## config.mk

```make
export PLATFORM = sky130hd
export DESIGN_NAME = dvsb_queue
export DESIGN_NICKNAME = d
export VERILOG_FILES = /design/src/sv/dvsb_pkg.sv /design/src/sv/dvsb_queue.sv
export SDC_FILE = /design/constraint.sdc
export NUM_CORES = 1
export LEC_CHECK = 0
export ABC_CLOCK_PERIOD_IN_PS = 3760
export BUFFER_PORTS_ARGS = -buffer_cell sky130_fd_sc_hd__buf_2
export CORE_MARGIN = 2
export CORE_UTILIZATION = 45
export CTS_CLUSTER_DIAMETER = 80
export CTS_CLUSTER_SIZE = 28
export DETAILED_ROUTE_END_ITERATION = 6
export GPL_TIMING_DRIVEN = 1
export PLACE_DENSITY_LB_ADDON = 0.08
export RECOVER_POWER = 50
export SLEW_MARGIN = 25
export SYNTH_ARGS = -nofsm -noshare
export SYNTH_HDL_FRONTEND = slang
export SYNTH_SLANG_ARGS = --single-unit
```

## constraint.sdc

```tcl
create_clock -name clk -period 3.76 [get_ports clk]
set_clock_uncertainty 0.1 [all_clocks]
set_input_delay 0.376 -clock clk [delete_from_list [all_inputs] [get_ports clk]]
set_output_delay 0.376 -clock clk [all_outputs]
set_load 0.02 [all_outputs]
```

## src/sv/dvsb_pkg.sv

```systemverilog
// Shared types, constants and helper functions for the seed-delta bitmap loader.
package dvsb_pkg;

	// Store geometry: one bit per seed, 64 seeds per word.
	localparam int SEED_BITS   = 20;
	localparam int WIDX_W      = SEED_BITS - 6;
	localparam int STORE_WORDS = 1 << WIDX_W;

	// File layout.
	localparam int LOOKAHEAD   = 4;
	localparam int PREFIX_END  = 24;
	localparam int PAD_POS     = 15;
	localparam int BYTES_W     = 5;

	// Varint group size and the saturated shift value.
	localparam int VAR_GROUP     = 7;
	localparam int VAR_SHIFT_MAX = 35;
	localparam int SHIFT_W       = 6;

	// Command queue between the front and the back.
	localparam int QDEPTH = 4;
	localparam int QPTR_W = $clog2(QDEPTH);
	localparam int QCNT_W = $clog2(QDEPTH + 1);

	typedef enum logic [1:0] {
		OP_START = 2'd0,
		OP_BYTE  = 2'd1,
		OP_QUERY = 2'd2,
		OP_NONE  = 2'd3
	} op_t;

	typedef enum logic [1:0] {
		ST_ACCEPTED   = 2'd0,
		ST_LOADED     = 2'd1,
		ST_BAD        = 2'd2,
		ST_NOT_LOADED = 2'd3
	} status_t;

	typedef enum logic [2:0] {
		LS_RECEIVING = 3'b001,
		LS_LOADED    = 3'b010,
		LS_BAD       = 3'b100
	} load_state_t;

	typedef enum logic [2:0] {
		CMD_RESULT       = 3'd0,
		CMD_WRITE        = 3'd1,
		CMD_WRITE_RESULT = 3'd2,
		CMD_READ_RESULT  = 3'd3,
		CMD_CLEAR_RESULT = 3'd4
	} cmd_t;

	typedef struct packed {
		cmd_t              cmd;
		logic [WIDX_W-1:0] widx;
		logic [63:0]       wdata;
		logic [5:0]        bit_sel;
		status_t           status;
		logic [31:0]       seeds;
	} entry_t;

	typedef struct packed {
		logic   valid;
		entry_t entry;
	} push_t;

	typedef struct packed {
		logic clearing;
		logic clear_taken;
	} back_stat_t;

	// Expected header, pad and version bytes by file position.
	function automatic logic [7:0] prefix_byte(input logic [4:0] pos);
		logic [7:0] b;
		unique case (pos)
			5'd0:    b = 8'h53;
			5'd1:    b = 8'h45;
			5'd2:    b = 8'h45;
			5'd3:    b = 8'h44;
			5'd4:    b = 8'h5f;
			5'd5:    b = 8'h44;
			5'd6:    b = 8'h45;
			5'd7:    b = 8'h4c;
			5'd8:    b = 8'h54;
			5'd9:    b = 8'h41;
			5'd10:   b = 8'h5f;
			5'd11:   b = 8'h46;
			5'd12:   b = 8'h49;
			5'd13:   b = 8'h4c;
			5'd14:   b = 8'h45;
			5'd17:   b = 8'h01;
			default: b = 8'h00;
		endcase
		return b;
	endfunction

	// True when the seed has a bit in the store.
	function automatic logic seed_in_store(input logic [31:0] seed);
		return (({32'd0, seed} >> SEED_BITS) == 64'd0);
	endfunction

endpackage

```

## src/sv/dvsb_queue.sv

```systemverilog
// Short command queue between the front end and the store back end.
module dvsb_queue (
	input  logic             clk,
	input  logic             arst_n,
	input  dvsb_pkg::push_t  push,
	input  logic             pop,
	output dvsb_pkg::entry_t head,
	output logic             full,
	output logic             empty
);
	import dvsb_pkg::*;

	entry_t            entries_q [QDEPTH];
	logic [QPTR_W-1:0] wr_q, rd_q;
	logic [QCNT_W-1:0] cnt_q;

	assign full  = (cnt_q == QCNT_W'(QDEPTH));
	assign empty = (cnt_q == '0);
	assign head  = entries_q[rd_q];

	// Pointers wrap naturally since the depth is a power of two.
	always_ff @(posedge clk or negedge arst_n) begin
		if (!arst_n) begin
			wr_q  <= '0;
			rd_q  <= '0;
			cnt_q <= '0;
		end else begin
			if (push.valid) begin
				wr_q <= wr_q + QPTR_W'(1);
			end
			if (pop) begin
				rd_q <= rd_q + QPTR_W'(1);
			end
			cnt_q <= cnt_q + QCNT_W'(push.valid) - QCNT_W'(pop);
		end
	end

	// Entry storage.
	always_ff @(posedge clk) begin
		if (push.valid) begin
			entries_q[wr_q] <= push.entry;
		end
	end

endmodule

```

### Word-level counts from Yosys, hierarchy flattened

Memory sizes are Yosys's and may differ from the RTL's.
Cells that the tools add are included.

* $add $sub $neg: 4
* equal/unequal tests: 1
* muxes and demuxes: 2
* reductions and logical operators: 1

Operators by type and width (count)
* $add 2x1->2 const B: 2
* $add 3x1->3: 1
* $eq 3x3->1 const B: 1
* $logic_not 3->1: 1
* $sub 3x1->3: 1
* $mux 1: 2

* flip-flop bits (word level): 7
* bits in writable memories: 484
* input bits: 125
* output and inout port bits: 123
* logic and storage cells: 12
* memories kept: 1

Memory list
* entries_q: words 4, bits a word 121, read ports 1, clocked after memory_dff 0, wr ports 1, line dvsb_queue.sv:13 `entry_t entries_q [QDEPTH];`

### Depth between registers and ports, before layout

Gate-level depths: netlist (run 1).

* depth after elaboration: 2
* depth in mapped cells: 7
* mapped depth without buffers: 7

### Worst setup path after synthesis (run 1)

Ideal clock, no wire load.

* kind: register -> register
* start: register wr_q[0]
* end: memory entries_q[0][0] (netlist name) (enable)
* library setup time: 0.494 ns
* arrival time: 3.402 ns
* required time: 3.166 ns
* slack: -0.236 ns
* cell stages (with the launch flop): 4
* buffers on the path: 0
* clock period less this slack: 3.996 ns
* cells stage by stage: dfrtp_1 -> inv_1 -> ha_1 -> and2_1

RTL lines
* start: declaration: line dvsb_queue.sv:14 `logic [QPTR_W-1:0] wr_q, rd_q;`
* start signal: assignment: line dvsb_queue.sv:29 `wr_q <= wr_q + QPTR_W'(1);`
* end: declaration: line dvsb_queue.sv:13

No word-level cell before the write port.

### Final worst setup path (run 1)

* start: register wr_q[1]
* end: memory entries_q[1][78] (netlist name) (enable)

No word-level cell before the write port.

==> results of run 1 <==
-- flip-flops by register name, indices dropped and copies added, names as in the netlist --
name and count:
wr_q 2, rd_q 2, cnt_q 3, entries_q 484
-- where the power goes --
group / switching, mW / internal, mW
Sequential: 0.359 / 7.15
Clock: 1.69 / 1.29
Combinational: 3.28 / 2.23
-- final cells by class --
type                    count  share of cell area (%)
inverters                   6                   0.104
flip-flops and latches    491                    68.1
diodes                      1                  0.0116
well taps                 518                    3.00
clock inverters            13                   0.596
clock buffers              30                    2.98
repair buffers            385                    11.7
multi-input cells         142                    13.5
-- critical path: stages, from the launching register on --
cell	delay (ns)
dfrtp_1	0.41
inv_1	0.11
ha_1	0.16
and2_1	1.38
buf_4	0.57
-- cell families (layout without fill, tap and decap cells) --
family                     count (synthesis)  in the layout  synth area share, %
DFF                                      491            491                 82.5
adders and majority gates                  7              7                0.533
buffers and inverters                     34            434                 1.21
xor gates and xnor gates                   5              5                0.246
and+or+nand+nor                            8              8                0.245
muxes                                    121            121                 15.3
other                                      0              1                    0
AOI/OAI and AO/OA                          1              1               0.0280
-- per-stage QoR --
step                power (mW)  hold WS [ns]  util [%]  worst slack [ns]  area [um^2]
floorplan                 11.3       -0.0196         -              1.11        17800
global placement          13.1         0.112      50.8              1.39        19800
detailed placement        13.2         0.125      50.8              1.39        19800
CTS                       16.3        0.0407      55.9             0.758        21800
global route              16.8         0.159      55.5             0.429        21600
finish                    16.0         0.151      55.5             0.651        21600
-- metal layers --
layer | share of wire, % | wire length, um | track usage [%]
met4 | 1.7 | 626 | 3.83
met5 | 0.031 | 11 | 0
met1 | 41 | 14600 | 22.8
met2 | 52 | 18500 | 31.0
met3 | 5.8 | 2070 | 3.42
-- placed cells by master, fill, tap and decap left out, types with 2 or more instances in the layout --
| master | count |
|---|---|
| dfrtp_1 | 5 |
| clkinv_4 | 3 |
| xnor2_1 | 3 |
| clkbuf_16 | 25 |
| dfrtp_4 | 2 |
| inv_8 | 4 |
| dlygate4sd3_1 | 124 |
| mux4_2 | 121 |
| inv_1 | 6 |
| ha_1 | 6 |
| nand2_1 | 2 |
| buf_4 | 6 |
| edfxtp_1 | 484 |
| clkbuf_1 | 129 |
| clkinv_8 | 2 |
| xor2_1 | 2 |
| and2_0 | 2 |
| buf_2 | 123 |
| buf_12 | 8 |
-- path summary, 6_finish.rpt --
check,to,depth (start not counted)
max,entries_q[1][78],4
min reg2reg,wr_q[0],1
min,cnt_q[1],2
max reg2reg,entries_q[1][78],4
min in group clk,wr_q[0],1
max in group asynchronous,rd_q[1],2
-- what timing repair did --
| item | in CTS | in global routing |
|---|---|---|
| resized for setup | 0 | 0 |
| hold endpoints to repair | 494 | 0 |
| hold buffers | 124 | 0 |
==> key figures, run 1 <==
Status
  – Run status: finished, violations left
  – Violated checks: capacitance limit, slew limit

Global routing
  – All-layer global routing usage: 17.6%
  – Number of antenna violations at the first check in global routing: 2
  – Overflow after GRT: 0
  – Number of global-route vias before repair: 9340
  – Global-route wire length before repair: 55100 um
  – Maximum number of pins on one net before global-route repair: 114

Die
  – Number of placement rows: 72
  – Top-Level Pins: 248
  – Area of the die: 0.0412 mm^2
  – Height of the die: 203 um
  – Die Span X: 203 um
  – Core region area: 0.0389 mm^2
  – Initial cell density of the core: 45.8%

Drt
  – WL final: 35800 um
  – Number of detailed-routing iterations run before antenna repair: 7
  – Detailed Route Iter0 Violations: 476
  – Remaining DRCs: 0
  – Wire length per cell: 22.6 um
  – Antenna violation net count after detailed routing: 0
  – Vias: 8264
  – Post-detailed-route via-to-cell ratio: 5.21

Placement
  – Number of cells in the design after placement: 1418
  – # port buffers: 247
  – Detailed Place HPWL: 21900 um
  – Placer Congestion: 0.759

Logic synthesis
  – Ys Warns: 0
  – Syn nets: 799
  – Cell area after synthesis: 0.0178 mm^2
  – Synth async-reset ratio: 1.43%
  – Instance count of the mapped netlist: 667
  – Number of distinct library cells after synthesis: 17
  – Top cells by instance count after synthesis: edfxtp_1, mux4_2, buf_2
  – Most common cell in the netlist: edfxtp_1
  – Count of state elements after synthesis: 491
  – Syn_area_per_cell: 26.7 um^2
  – Top cell type's share of synthesized area: 81.5%
  – Top post-synthesis cells by area: edfxtp_1, mux4_2, dfrtp_1
  – Share of the yosys chip area belonging to registers: 82.5%
  – Flip-flop cell with the highest count after synthesis: edfxtp_1
  – Largest area contributor in the netlist: edfxtp_1
  – Count of flip-flops with a built-in enable after synthesis: 484

Finish
  – Final instance count without filler cells: 1586
  – Layout net count: 1182
  – Area growth from synthesis to final layout: 21.1%
  – Ratio of cells with drive above 1 in the final layout: 27.9%
  – Combined area of the multi-input logic cells: 0.00292 mm^2
  – Fillers: 3041
  – Area taken by flip-flops and latches: 0.0147 mm^2

Timing
  – Share of the cycle needed by the critical path after routing: 82.7%
  – Final max-slew violation count: 34
  – Post-layout minimum cycle time: 3.11 ns
  – Relative slew slack: -24.2%
  – Max Clk Rate: 322 MHz
  – Setup violation total in the final timing report: 0
  – Unrepaired setup endpoints after global routing: no
  – Final setup TNS: 0 ns
  – Hold violation total from the final report: 0
  – Pin slew with the least headroom to its limit: 1.86 ns

Clocking
  – Number of buffers created by CTS: 24
  – Cell chosen for the clock root: clkbuf_16
  – Maximum root-to-sink buffer count: 3
  – Clock transition time at the flip-flop clock pins of the worst setup and hold paths: 0.10 ns
  – Clk Latency, worst-skew pair: 0.55 ns
  – Number of clock sinks: 491
  – Clock tree from TritonCTS: built
  – Htree depth: 1
  – Postcts setup bufs: 0

Worst setup path
  – Critical path data required time: 3.87 ns
  – Crit path arrival time: 3.22 ns
  – Start-to-end type of the worst setup path: flop to flop
  – Maximum net fanout on the critical path: 34
  – Origin of the worst setup path: wr_q[1]
  – Crit. End Element: flop
  – Startpoint types: flop
  – Setup slack of the worst register-to-register path: 0.65 ns
  – Worst r2r src: wr_q[1]

Job
  – Max-capacitance violation count: 1

Power and ir drop
  – Peak supply drop: 0.439 mV
  – Leakage power summed over all cells: 7.04 nW
  – Power per standard cell area: 740 mW/mm^2

Hold path
  – Class of the tightest hold or removal check: input pin to asynchronous set/reset pin
Power figures use the tool's default switching activity.
==> run 2: changes to the inputs <==
- ABC_CLOCK_PERIOD_IN_PS: 3760 -> 2700
- clock period: 3.76 -> 2.7 ns (I/O delays scaled with it)
==> run 2 against run 1 <==
Effect of this change: the run now ends clean; flip-flop and latch count did not move; die area unchanged; via count decreased by 0.16%; global-route usage down 0.16 points; worst setup slack worse by 0.50 ns; worst hold slack improved by 0.24 ns; final area increased by 0.96%; critical path depth fell by 1; non-clock buffer count is 7 higher; critical path type is now flop to primary output.
==> key figures, run 2 (synthesis gave the netlist of run 1 again) <==
Status
  – Run status: completed

Drt
  – Detailed Route Iter0 Violations: 423 (-11%)
  – Antenna violation net count after detailed routing: 0 (unchanged)
  – Post-detailed-route via-to-cell ratio: 5.18 (-0.53%)
  – Wire length per cell: 21.9 um (-2.9%)
  – Vias: 8251 (-0.16%)
  – WL final: 34900 um (-2.5%)
  – Number of detailed-routing iterations run before antenna repair: 4 (-3)
  – Remaining DRCs: 0 (unchanged)

Clocking
  – Clock transition time at the flip-flop clock pins of the worst setup and hold paths: 0.09 ns (about the same)
  – Number of buffers created by CTS: 25 (+4.2%)
  – Clock tree from TritonCTS: built
  – Cell chosen for the clock root: clkbuf_16
  – Maximum root-to-sink buffer count: 3 (unchanged)
  – Number of clock sinks: 491 (unchanged)
  – Count of instances resized after the clock tree is built: 0 (unchanged)
  – Clk Latency, worst-skew pair: 0.56 ns (about the same)
  – Htree depth: 1 (unchanged)

Timing
  – Post-layout minimum cycle time: 2.55 ns
  – Pin slew with the least headroom to its limit: 1.03 ns (-0.833 ns)
  – Final setup TNS: 0 ns (unchanged)
  – Worst Setup Slack, final: 0.153 ns (-0.498 ns)
  – Max Clk Rate: 393 MHz
  – Final max-slew violation count: 0 (-100%)
  – Share of the cycle needed by the critical path after routing: 94.3%
  – Setup violation total in the final timing report: 0 (unchanged)
  – Hold violation total from the final report: 0 (unchanged)
  – Relative slew slack: 31.3% (+56 points)
  – Unrepaired setup endpoints after global routing: no

Worst setup path
  – Crit. End Element: primary output
  – Critical Path, Cell by Cell: buf_12, mux4_2, buf_2
  – Critical path data required time: 2.33 ns (-1.54 ns)
  – Crit path arrival time: 2.18 ns (-1.04 ns)
  – Startpoint types: flop
  – Biggest cell delay along the critical path: 0.57 ns (-0.81 ns)
  – Slowest-stage cell, CP: mux4_2
  – Start-to-end type of the worst setup path: flop to primary output
  – Maximum net fanout on the critical path: 36 (+5.9%)

Global routing
  – Number of antenna violations at the first check in global routing: 1 (-1)
  – Number of global-route vias before repair: 9348 (+0.086%)
  – Maximum number of pins on one net before global-route repair: 57 (-50%)
  – Overflow after GRT: 0 (unchanged)
  – All-layer global routing usage: 17.4% (-0.16 points)
  – Global-route wire length before repair: 54700 um (-0.74%)

Power and ir drop
  – Internal power consumption: 15.1 mW (+42%)
  – Peak supply drop: 0.705 mV (+61%)
  – Total net switching power: 7.44 mW (+40%)
  – Part of the total power dissipated in the clock network: 19.3% (+0.7 points)
  – Share of total power in sequential cells: 45.5% (-1.5 points)
  – Switching power share of the total: 33.0% (-0.29 points)
  – Leakage power summed over all cells: 7.14 nW (+1.3%)
  – Power per standard cell area: 1030 mW/mm^2 (+40%)
  – Combinational group share of total power: 35.2% (+0.7 points)

Placement
  – # port buffers: 247 (unchanged)
  – Worst setup slack after placement: 0.703 ns (-0.685 ns)
  – Detailed Place HPWL: 21700 um (-0.63%)
  – Placer Congestion: 0.754 (-0.65%)
  – Number of cells in the design after placement: 1424 (+0.42%)

Die
  – Number of placement rows: 72 (unchanged)
  – Core region area: 0.0389 mm^2 (unchanged)
  – Initial cell density of the core: 45.8% (unchanged)
  – Top-Level Pins: 248 (unchanged)
  – Height of the die: 203 um (unchanged)
  – Area of the die: 0.0412 mm^2 (unchanged)
  – Die Span X: 203 um (unchanged)

Finish
  – Ratio of cells with drive above 1 in the final layout: 29.0% (+1.0 points)
  – Final design utilization: 56.1% (+0.53 points)
  – Fillers: 3005 (-1.2%)
  – Area growth from synthesis to final layout: 22.3%
  – Layout net count: 1190 (+0.68%)
  – Number of antenna diodes: 0 (-1)
  – Most flop-heavy register: entries_q
  – Final instance count without filler cells: 1592 (+0.38%)
  – Biggest registers after layout: entries_q (484), cnt_q (3)
  – Number of flip-flops in the largest register: 484 (unchanged)
  – Most frequent standard cell in the layout excluding fill and tap cells: edfxtp_1
  – Highest-count cells in the layout ignoring fill and taps: edfxtp_1, clkbuf_1, buf_2

Hold path
  – Class of the tightest hold or removal check: input pin to flop

Job
  – Max-capacitance violation count: 0 (-1)
==> run 2: per-layer routing <==
metal	share of wire (%)	up-vias	wire length (um)	GRT usage, %
li1	-	3644	-	-
met1	40	4358	13900	22.2
met2	53	198	18400	31.3
met3	5.3	49	1870	3.19
met4	2.2	2	757	3.88
met5	0.037	-	13	0
==> run 2: power by group through the flow <==
stage | Combinational, mW | Clock (mW) | Sequential [mW]
floorplan | 5.37 | 0 | 10.4
global placement | 7.93 | 0 | 10.4
detailed placement | 8.02 | 0 | 10.5
CTS | 8.20 | 4.50 | 10.3
global route | 8.51 | 4.75 | 10.4
finish | 7.93 | 4.34 | 10.3
==> run 2: worst max-delay path, delay by kind of cell, from the launching register on <==
family                 cells  cell delay [ns]
buffers and inverters      2             0.49
multiplexers               1             0.57
flip-flops                 1             0.53
==> run 2: cell type report <==
type	instances	area, um^2	area share [%]
multi-input combinational	142	2920	13.4
inverter	6	22.5	0.103
tap	518	648	2.97
timing repair buffer	392	2690	12.3
clock inverter	13	178	0.814
clock buffer	30	644	2.95
sequential	491	14700	67.5
==> run 2: metrics by stage <==
step                cell area (um^2)  hold slack, ns  power [mW]
floorplan                      17800          -0.126        15.7
global placement               19900          0.0146        18.3
detailed placement             19900          0.0195        18.5
CTS                            22000           0.324        23.0
global route                   21800           0.391        23.7
finish                         21800           0.394        22.5
==> run 2: repair_timing <==
action | CTS | global route
endpoints found under the hold margin | 496 | 0
hold buffers | 125 | 0
buffers inserted | 0 | 0
endpoints found under the setup margin | 0 | 0
==> run 2: final timing paths <==
path                       startpoint          endpoint  slack [ns]  depth (start not counted)
setup / recovery              rd_q[0]          head[13]        0.15                          3
hold reg to reg               wr_q[0]           wr_q[0]        0.45                          1
hold / removal                    pop           rd_q[0]        0.39                          3
max in group asynchronous      arst_n           rd_q[0]        1.61                          3
setup reg to reg              wr_q[0]  entries_q[3][34]        0.46                          3
min in group asynchronous      arst_n          cnt_q[1]        0.59                          3
