<file path="src/sv/dvsb_pkg.sv">
// Shared types, constants and helper functions for the seed-delta bitmap loader.
package dvsb_pkg;

	// Store geometry: one bit per seed, 64 seeds per word.
	localparam int SEED_BITS   = 20;
	localparam int WIDX_W      = SEED_BITS - 6;
	localparam int STORE_WORDS = 1 << WIDX_W;

	// File layout.
	localparam int LOOKAHEAD   = 4;
	localparam int PREFIX_END  = 24;
	localparam int PAD_POS     = 15;
	localparam int BYTES_W     = 5;

	// Varint group size and the saturated shift value.
	localparam int VAR_GROUP     = 7;
	localparam int VAR_SHIFT_MAX = 35;
	localparam int SHIFT_W       = 6;

	// Command queue between the front and the back.
	localparam int QDEPTH = 4;
	localparam int QPTR_W = $clog2(QDEPTH);
	localparam int QCNT_W = $clog2(QDEPTH + 1);

	typedef enum logic [1:0] {
		OP_START = 2'd0,
		OP_BYTE  = 2'd1,
		OP_QUERY = 2'd2,
		OP_NONE  = 2'd3
	} op_t;

	typedef enum logic [1:0] {
		ST_ACCEPTED   = 2'd0,
		ST_LOADED     = 2'd1,
		ST_BAD        = 2'd2,
		ST_NOT_LOADED = 2'd3
	} status_t;

	typedef enum logic [2:0] {
		LS_RECEIVING = 3'b001,
		LS_LOADED    = 3'b010,
		LS_BAD       = 3'b100
	} load_state_t;

	typedef enum logic [2:0] {
		CMD_RESULT       = 3'd0,
		CMD_WRITE        = 3'd1,
		CMD_WRITE_RESULT = 3'd2,
		CMD_READ_RESULT  = 3'd3,
		CMD_CLEAR_RESULT = 3'd4
	} cmd_t;

	typedef struct packed {
		cmd_t              cmd;
		logic [WIDX_W-1:0] widx;
		logic [63:0]       wdata;
		logic [5:0]        bit_sel;
		status_t           status;
		logic [31:0]       seeds;
	} entry_t;

	typedef struct packed {
		logic   valid;
		entry_t entry;
	} push_t;

	typedef struct packed {
		logic clearing;
		logic clear_taken;
	} back_stat_t;

	// Expected header, pad and version bytes by file position.
	function automatic logic [7:0] prefix_byte(input logic [4:0] pos);
		logic [7:0] b;
		unique case (pos)
			5'd0:    b = 8'h53;
			5'd1:    b = 8'h45;
			5'd2:    b = 8'h45;
			5'd3:    b = 8'h44;
			5'd4:    b = 8'h5f;
			5'd5:    b = 8'h44;
			5'd6:    b = 8'h45;
			5'd7:    b = 8'h4c;
			5'd8:    b = 8'h54;
			5'd9:    b = 8'h41;
			5'd10:   b = 8'h5f;
			5'd11:   b = 8'h46;
			5'd12:   b = 8'h49;
			5'd13:   b = 8'h4c;
			5'd14:   b = 8'h45;
			5'd17:   b = 8'h01;
			default: b = 8'h00;
		endcase
		return b;
	endfunction

	// True when the seed has a bit in the store.
	function automatic logic seed_in_store(input logic [31:0] seed);
		return (({32'd0, seed} >> SEED_BITS) == 64'd0);
	endfunction

endpackage

</file>
<file path="src/sv/dvsb_front.sv">
// Front end: takes items, runs the file decoder and queues store commands.
module dvsb_front (
	input  logic                    clk,
	input  logic                    arst_n,
	input  logic                    take,
	input  logic [1:0]              operation,
	input  logic [7:0]              file_byte,
	input  logic                    last_byte,
	input  logic [31:0]             query_seed,
	input  logic                    q_full,
	input  dvsb_pkg::back_stat_t    back_stat,
	output dvsb_pkg::push_t         push,
	output logic                    hold
);
	import dvsb_pkg::*;

	logic [7:0]         la_q [LOOKAHEAD];
	logic [7:0]         la_d [LOOKAHEAD];
	logic [BYTES_W-1:0] bytes_q, bytes_d;
	logic               prefix_ok_q, prefix_ok_d;
	logic [31:0]        acc_q, acc_d;
	logic [SHIFT_W-1:0] shift_q, shift_d;
	logic [31:0]        seed_q, seed_d;
	logic [31:0]        total_q, total_d;
	logic [63:0]        word_q, word_d;
	logic [WIDX_W-1:0]  widx_q, widx_d;
	load_state_t        ls_q, ls_d;
	logic               pend_q, pend_d;
	entry_t             pend_entry_q, pend_entry_d;
	logic               clear_wait_q, clear_wait_d;

	logic [7:0]         rel;
	logic [4:0]         pos;
	logic [31:0]        sh;
	logic [31:0]        seed_sum;
	logic [WIDX_W-1:0]  mark_idx;
	logic               flush_v;
	logic [31:0]        count;
	logic               file_ok;
	logic               new_valid;
	entry_t             new_entry;
	entry_t             flush_entry;
	entry_t             fin_entry;

	// Decoder next state and the command that the item puts in the queue.
	always_comb begin
		la_d         = la_q;
		bytes_d      = bytes_q;
		prefix_ok_d  = prefix_ok_q;
		acc_d        = acc_q;
		shift_d      = shift_q;
		seed_d       = seed_q;
		total_d      = total_q;
		word_d       = word_q;
		widx_d       = widx_q;
		ls_d         = ls_q;
		pend_d       = pend_q;
		pend_entry_d = pend_entry_q;
		clear_wait_d = clear_wait_q & ~back_stat.clear_taken;

		rel      = la_q[0];
		pos      = '0;
		sh       = '0;
		seed_sum = '0;
		mark_idx = '0;
		flush_v  = 1'b0;
		count    = '0;
		file_ok  = 1'b0;

		new_valid         = 1'b0;
		new_entry.cmd     = CMD_RESULT;
		new_entry.widx    = '0;
		new_entry.wdata   = '0;
		new_entry.bit_sel = '0;
		new_entry.status  = ST_ACCEPTED;
		new_entry.seeds   = total_q;
		flush_entry       = new_entry;
		fin_entry         = new_entry;

		// The second command of a split item leaves as soon as there is room.
		if (pend_q && !q_full) begin
			pend_d = 1'b0;
		end

		if (take) begin
			new_valid = 1'b1;
			unique case (op_t'(operation))
				OP_START: begin
					for (int i = 0; i < LOOKAHEAD; i++) begin
						la_d[i] = '0;
					end
					bytes_d         = '0;
					prefix_ok_d     = 1'b1;
					acc_d           = '0;
					shift_d         = '0;
					seed_d          = '0;
					total_d         = '0;
					word_d          = '0;
					widx_d          = '0;
					ls_d            = LS_RECEIVING;
					clear_wait_d    = 1'b1;
					new_entry.cmd   = CMD_CLEAR_RESULT;
					new_entry.seeds = '0;
				end
				OP_BYTE: begin
					if (ls_q != LS_RECEIVING) begin
						new_entry.status = ST_BAD;
					end else begin
						// The byte leaving the delay line is either prefix or varint data.
						if (bytes_q >= BYTES_W'(LOOKAHEAD)) begin
							if (bytes_q < BYTES_W'(PREFIX_END)) begin
								pos = bytes_q - BYTES_W'(LOOKAHEAD);
								if (pos != 5'(PAD_POS) && rel != prefix_byte(pos)) begin
									prefix_ok_d = 1'b0;
								end
							end else begin
								sh = shift_q[SHIFT_W-1] ? 32'd0 :
									(32'(rel[6:0]) << shift_q[4:0]);
								if (rel[7]) begin
									acc_d = acc_q | sh;
									shift_d = (shift_q >= SHIFT_W'(VAR_SHIFT_MAX - VAR_GROUP)) ?
										SHIFT_W'(VAR_SHIFT_MAX) : shift_q + SHIFT_W'(VAR_GROUP);
								end else begin
									seed_sum = seed_q + (acc_q | sh);
									seed_d   = seed_sum;
									total_d  = total_q + 32'd1;
									acc_d    = '0;
									shift_d  = '0;
									// Mark the seed; a new word index flushes the working word.
									if (!seed_in_store(seed_sum)) begin
										prefix_ok_d = 1'b0;
									end else begin
										mark_idx = seed_sum[SEED_BITS-1:6];
										flush_v  = (mark_idx != widx_q);
										word_d   = (flush_v ? 64'd0 : word_q) |
											(64'd1 << seed_sum[5:0]);
										widx_d   = mark_idx;
									end
								end
							end
						end
						la_d[0] = la_q[1];
						la_d[1] = la_q[2];
						la_d[2] = la_q[3];
						la_d[3] = file_byte;
						if (bytes_q < BYTES_W'(PREFIX_END)) begin
							bytes_d = bytes_q + BYTES_W'(1);
						end

						new_entry.seeds   = total_d;
						flush_entry.cmd   = CMD_WRITE_RESULT;
						flush_entry.widx  = widx_q;
						flush_entry.wdata = word_q;
						flush_entry.seeds = total_d;

						if (last_byte) begin
							// The incoming byte and the three newest delayed bytes hold the trailing count.
							count   = {file_byte, la_q[3], la_q[2], la_q[1]};
							file_ok = prefix_ok_d && (bytes_d >= BYTES_W'(PREFIX_END)) &&
								(shift_d == '0) && (count == total_d);
							ls_d    = file_ok ? LS_LOADED : LS_BAD;
							fin_entry.cmd    = CMD_WRITE_RESULT;
							fin_entry.widx   = widx_d;
							fin_entry.wdata  = word_d;
							fin_entry.status = file_ok ? ST_LOADED : ST_BAD;
							fin_entry.seeds  = total_d;
							if (flush_v) begin
								new_entry       = flush_entry;
								new_entry.cmd   = CMD_WRITE;
								pend_d          = 1'b1;
								pend_entry_d    = fin_entry;
							end else begin
								new_entry = fin_entry;
							end
						end else if (flush_v) begin
							new_entry = flush_entry;
						end
					end
				end
				OP_QUERY: begin
					if (ls_q != LS_LOADED) begin
						new_entry.status = ST_NOT_LOADED;
					end else if (seed_in_store(query_seed)) begin
						new_entry.cmd     = CMD_READ_RESULT;
						new_entry.widx    = query_seed[SEED_BITS-1:6];
						new_entry.bit_sel = query_seed[5:0];
					end
				end
				OP_NONE: begin
					new_entry.status = ST_ACCEPTED;
				end
			endcase
		end

		push.valid = pend_q ? !q_full : new_valid;
		push.entry = pend_q ? pend_entry_q : new_entry;
	end

	assign hold = pend_q || clear_wait_q;

	// Decoder and control registers.
	always_ff @(posedge clk or negedge arst_n) begin
		if (!arst_n) begin
			for (int i = 0; i < LOOKAHEAD; i++) begin
				la_q[i] <= '0;
			end
			bytes_q      <= '0;
			prefix_ok_q  <= 1'b1;
			acc_q        <= '0;
			shift_q      <= '0;
			seed_q       <= '0;
			total_q      <= '0;
			word_q       <= '0;
			widx_q       <= '0;
			ls_q         <= LS_RECEIVING;
			pend_q       <= 1'b0;
			clear_wait_q <= 1'b0;
		end else begin
			la_q         <= la_d;
			bytes_q      <= bytes_d;
			prefix_ok_q  <= prefix_ok_d;
			acc_q        <= acc_d;
			shift_q      <= shift_d;
			seed_q       <= seed_d;
			total_q      <= total_d;
			word_q       <= word_d;
			widx_q       <= widx_d;
			ls_q         <= ls_d;
			pend_q       <= pend_d;
			clear_wait_q <= clear_wait_d;
		end
	end

	// Held second command of a split item.
	always_ff @(posedge clk) begin
		pend_entry_q <= pend_entry_d;
	end

endmodule

</file>
<file path="config.mk">
export PLATFORM = sky130hd
export DESIGN_NAME = dvsb_front
export DESIGN_NICKNAME = d
export VERILOG_FILES = /design/src/sv/dvsb_pkg.sv /design/src/sv/dvsb_front.sv
export SDC_FILE = /design/constraint.sdc
export NUM_CORES = 1
export LEC_CHECK = 0
export ABC_CLOCK_PERIOD_IN_PS = 11200
export BUFFER_PORTS_ARGS = -buffer_cell sky130_fd_sc_hd__clkbuf_2
export CAP_MARGIN = 0
export CORE_UTILIZATION = 35
export CTS_CLUSTER_DIAMETER = 80
export DETAILED_ROUTE_END_ITERATION = 7
export GPL_TIMING_DRIVEN = 1
export RECOVER_POWER = 25
export SETUP_SLACK_MARGIN = 0.15
export SLEW_MARGIN = 15
export SYNTH_ARGS = -nofsm -noshare
export SYNTH_HDL_FRONTEND = slang
export SYNTH_SLANG_ARGS = --single-unit
export TNS_END_PERCENT = 10
</file>
<file path="constraint.sdc">
create_clock -name clk -period 11.2 [get_ports clk]
set_input_delay 1.68 -clock clk [delete_from_list [all_inputs] [get_ports clk]]
set_output_delay 1.68 -clock clk [all_outputs]
set_load 0.005 [all_outputs]
</file>
# == Yosys cells after proc, flatten, opt, wreduce, memory -nomap -nowiden ==
# Memories as Yosys holds them, arrays and structs flattened.
# Cells that the tools add are included.
# totals
reg_bits,335
latch_bits,0
ramBits,0
mem_bits_ro,192
elab_cells,171
n_memories,1
# mem_list
name,depth,word_bits,read_ports,rd_ports_with_merged_regs,wr,line_no,text
(no name shown),32,6,1,0,0,dvsb_pkg.sv:75,unique case (pos)
# classes
add_sub_neg,5
multipliers,0
div_mod_pow,0
magnitude_cmp,4
eq_ne,13
shifts,2
muxes,105
n_bitwise,5
n_reduce_logical,17
# op_table
cell,count
2-to-1 mux 32 bit,18
2-to-1 mux 64 bit,7
2-to-1 mux 121 bit,3
one-hot mux 32 bit (2 select lines),5
2-to-1 mux 120 bit,2
zero test 64 bit,2
one-hot mux 64 bit (2 select lines),1
2-to-1 mux 87 bit,1
2-to-1 mux 14 bit,5
OR 64 bit,1
left shift 1 x 6 -> 64 bit (first input constant),1
2-to-1 mux 6 bit,10
one-hot mux 14 bit (2 select lines),2
2-to-1 mux 8 bit,5
adder 32 x 1 -> 32 bit (second input constant),1
adder 32 bit,1
== test 32 bit,1
OR 32 bit,1
left shift 7 x 5 -> 32 bit,1
2-to-1 mux 1 bit,26
2-to-1 mux 5 bit,5
one-hot mux 6 bit (2 select lines),2
2-to-1 mux 17 bit,1
2-to-1 mux 16 bit,1
other kinds (34),48

# == Logic depth before layout (Yosys ltp) ==
# An unclocked memory read counts as a cell.
# depth
depth_word,25
depth_mapped,26
mapped_depth_nobuf,21

# == Worst setup path before layout ==
# No wires, ideal clock.
# synth_path
path_type,reg-to-reg
startpoint,register shift_q[1]
endpoint,register pend_entry_q[0] (netlist bit) (enable)
setup_ns,0.484
t_arrival_ns,7.366
setup_slack_ns,3.349
path_stages_with_launch,24
path_buffers,4
synth_period_minus_slack_ns,7.851
path_cell_list,dfrtp_1 buf_2 clkbuf_1 mux2_2 nor2_1 a21oi_1 mux2_2 nand2_1 a21oi_1 or2_2 ha_1 clkbuf_1 a21oi_1 nor2_1 or4_1 a41o_1 nor3_2 o21ai_1 or4_1 buf_4 a2111o_4 inv_4 ha_1 and3_1
# synth_between
elab_chain_len,13
# synth_rtl
item,line_no,text
start: declaration,dvsb_front.sv:22,"logic [SHIFT_W-1:0] shift_q, shift_d;"
start signal: assignment,dvsb_front.sv:223,shift_q <= shift_d;
left shift 7 x 5 -> 32 bit (*),dvsb_front.sv:118,(32'(rel[6:0]) << shift_q[4:0]);
2-to-1 mux 32 bit (*),dvsb_front.sv:117,sh = shift_q[SHIFT_W-1] ? 32'd0 :
OR 32 bit (*),dvsb_front.sv:124,seed_sum = seed_q + (acc_q | sh);
adder 32 bit (*),dvsb_front.sv:124,
zero test 64 bit or != test 14 bit (tied branches),"dvsb_pkg.sv:99, dvsb_front.sv:134",
2-to-1 mux 1 bit (*),dvsb_front.sv:130,if (!seed_in_store(seed_sum)) begin
2-to-1 mux 1 bit (*),dvsb_front.sv:119,if (rel[7]) begin
2-to-1 mux 1 bit (*),dvsb_front.sv:111,if (bytes_q < BYTES_W'(PREFIX_END)) begin
2-to-1 mux 1 bit (*),dvsb_front.sv:110,if (bytes_q >= BYTES_W'(LOOKAHEAD)) begin
2-to-1 mux 1 bit (*),dvsb_front.sv:106,if (ls_q != LS_RECEIVING) begin
2-to-1 mux 1 bit (*),dvsb_front.sv:87,unique case (op_t'(operation))
2-to-1 mux 1 bit (*),dvsb_front.sv:85,if (take) begin
AND reduction 5 bit (no line) (*),--,
end signal: assignment,dvsb_front.sv:236,pend_entry_q <= pend_entry_d;
end: declaration,dvsb_front.sv:29,"entry_t pend_entry_q, pend_entry_d;"
# Mark *: on every way between the ends. The rest lies on a longest branch, timed or not. The select of a mux whose other input is x is not followed.
# A chain may end at the register's enable or synchronous reset.

==> results_dict.tcl <==
set metrics [dict create \
    clock_path_buffers 3 \
    tightestPinTransition_ns 5.46 \
    fin_setup_tns_ns 0 \
    timing.fmax_ghz 0.106 \
    portBuffers 170 \
    place_inst 3005 \
    hold_violations 0 \
    stdcell_count 3077 \
    rows 89 \
    cp_slowest_cell "or4_1" \
    routed_wl_mm 66.1 \
    area.sequential_um2 8950 \
    track_usage_pct 21.2 \
    crit_type "reg2out" \
    top_layer_used "met4" \
    clk_latency_ns 0.58 \
    internal_power_mw 2.16 \
    syn_area_per_cell_um2 9.51 \
    overflow 0 \
    syn_nets 2309 \
    violations "DRC, capacitance limit, slew limit" \
    yosysTopAreaCell "dfrtp_1" \
    rsz0062_at_grt "no" \
    htreeDepth 2 \
    antenna_left 0 \
    nNetsFinal 2372 \
    seq_area_frac_synth_pct 42.6 \
    viasPerCell 5.86 \
    num_vias 18000 \
    yosysUniqueCellTypes 106 \
    synth-main-ff-cell "dfrtp_1" \
    clk_pin_slew_ns 0.06 \
    fp.dieArea_um2 61000 \
    synth-seq-cells 335 \
    route.met3.wl_mm 3.57 \
    initial_core_util_pct 35.6 \
    slew_headroom_pct -264 \
    num_antenna_cells 0 \
    clkPwrFrac_pct 43.0 \
    post-cts-setup-buffer-count 0 \
    die_y_um 247 \
    ctsResizeCount 0 \
    synth.top_cell.area_share_pct 26.3 \
    multi_input_area_um2 11200 \
    status "finished, violations left" \
    grt_max_degree 95 \
    drive_gt1_share_pct 15.4 \
    switching_share_pct 28.5 \
    dp_hpwl_mm 46.0 \
    critPathMaxFanout 35 \
    cp-start-kind "flip-flop" \
    finalSetupViolCount 0 \
    final_max_slew_viol_count 183 \
    p_leak_nw 10.1 \
    vdd_drop_max_uv 81.3 \
    power_frac_comb_pct 12.4 \
    synth_area_leaders "dfrtp_1 26%, edfxtp_1 16%, a22o_1 7.4%, nand2_1 5.2%, ha_1 2.9%" \
    synthArstFlopShare_pct 66.6 \
    crit_family "compound AO/OA/AOI/OAI gates" \
    wl_met1_mm 30.2 \
    powerDensity_nw_per_um2 128 \
    ys_warn_count 0 \
    route.met2.wl_mm 31.2 \
    antenna_found_initial 0 \
    p_sw_mw 0.861 \
    hold_slack_ns 0.481 \
    root_buffer "clkbuf_16" \
    ios 172 \
    worstSetupEndpointType "output port" \
    synth_edf_count 112 \
    dieWidth_um 247 \
    finalClockSkew_ns 0.0354 \
    drtIter0Drc 1550 \
    seqPwrFrac_pct 44.6 \
    path_cells "mux2_2 > o21ai_0 > o32ai_1 > nand2_1 > o21ai_0 > a21o_1 > ha_1 > nand4_1 > a211oi_2 > nand3_1 > and3_1 > a311oi_1 > or4_1 > a2111o_4 > inv_4 > o21ai_4 > buf_4 > o21ai_1 > clkbuf_2" \
    clock_sinks 335 \
    numCtsBuffers 39 \
    period_needed_ns 9.44 \
    cts_tree "done" \
    layout_commonest_cell "nand2_1" \
    synth_cells 2210 \
    cp.buffers_inverters 3 \
    core_um2 59100 \
    drc_errors 40 \
    layout_common_cells "292 x nand2_1, 220 x dfrtp_1, 177 x a22o_1" \
    cp.arrival_ns 7.76 \
    wl_per_cell_um 21.5 \
    drtPass1Iterations 7 \
    grt_pass1_wl_mm 101 \
    gp_congestion 0.928 \
    syn2layout_area_growth_pct 12.2 \
    fillers 5708 \
    grt_pass1_vias 17100 \
    finalCritPeriodShare_pct 84.3 \
    critical_path.max_stage_delay_ns 0.80 \
    maxCapViolations 3 \
    cp_data_required_time_ns 9.52 \
    hold_class "reg2reg" \
    syn_area_um2 21000 \
    critical_path.most_common_cell "o21ai_0" \
    postCtsHoldBufs 0 \
]
==> sequential cells by signal, summed over array words and instances, names as in the netlist <==
register      flops
clear_wait_q      1
pend_q            1
prefix_ok_q       1
pend_entry_q    112
total_q          32
widx_q           14
word_q           64
la_q             24
bytes_q           5
rel               8
ls_q              3
shift_q           6
acc_q            32
seed_q           32
==> worst paths after layout <==
| check | startpoint | endpoint | slack (ns) | cells past startpoint |
|---|---|---|---|---|
| worst max-delay path | shift_q[1] | push[52] | 1.76 | 19 |
| worst min-delay path | seed_q[10] | seed_q[10] | 0.48 | 2 |
| worst max register to register | shift_q[1] | pend_entry_q[115] | 3.11 | 19 |
| worst min register to register | seed_q[10] | seed_q[10] | 0.48 | 2 |
| max in group asynchronous | arst_n | rel[1] | 3.09 | 2 |
| min in group asynchronous | arst_n | widx_q[11] | 3.11 | 1 |
==> tightest hold or removal path, delay by kind of cell, from the launching register on <==
kind | cells | cell delay [ns]
and+or+nand+nor | 2 | 0.10
DFF | 1 | 0.35
==> through the flow <==
step / util [%] / area, µm² / power [mW] / setup WS (ns)
6_report: 39.9 / 23600 / 3.02 / 1.76
5_1_grt: 39.9 / 23600 / 3.14 / 1.23
4_1_cts: 40.0 / 23600 / 3.04 / 1.78
3_5_place_dp: 37.8 / 22300 / 1.74 / 2.44
3_3_place_gp: 37.8 / 22300 / 1.73 / 2.53
2_1_floorplan: - / 21000 / 1.61 / 3.35
==> Yosys cell counts, types with 30 or more instances <==
library cell and number:
a31oi_1 71, mux2_2 38, o21ai_0 92, nor2_1 115, nand2_1 292, ha_1 49
dfrtp_1 221, xor2_1 53, nand4_1 30, inv_1 35, edfxtp_1 112, nand3_1 49
a21o_1 45, buf_2 39, a22o_1 177, xnor2_1 62, clkbuf_1 109, a21oi_1 84
o21ai_1 74
==> per-layer routing <==
| metal | vias up | global-route usage [%] |
|---|---|---|
| li1 | 8388 | - |
| met1 | 9037 | 29.7 |
| met2 | 546 | 34.3 |
| met3 | 71 | 2.87 |
| met4 | 0 | 5.12 |
| met5 | - | 0 |
==> kinds of logic after synthesis <==
group | Yosys count | share of synthesized area (%)
buffers and inverters | 213 | 4.43
xor gates and xnor gates | 119 | 5.23
and+or+nand+nor | 691 | 16.2
AOI/OAI and AO/OA | 752 | 25.9
muxes | 50 | 2.63
DFF | 335 | 42.6
adders and majority gates | 50 | 3.01
==> power groups by stage <==
stage               sequential [mW]  combinational [mW]  clock (mW)
global route                   1.35               0.413        1.37
detailed placement             1.37               0.371           0
global placement               1.37               0.361           0
CTS                            1.34               0.373        1.32
finish                         1.35               0.374        1.30
floorplan                      1.34               0.273           0
==> cell type report <==
class | instances | area share (%)
clock buffers | 58 | 4.83
clock inverters | 14 | 0.673
repair buffers | 198 | 4.42
inverters | 37 | 0.599
multi-input cells | 1662 | 47.5
well taps | 773 | 4.10
flip-flops and latches | 335 | 37.9
(Power assumes the default switching activity.)
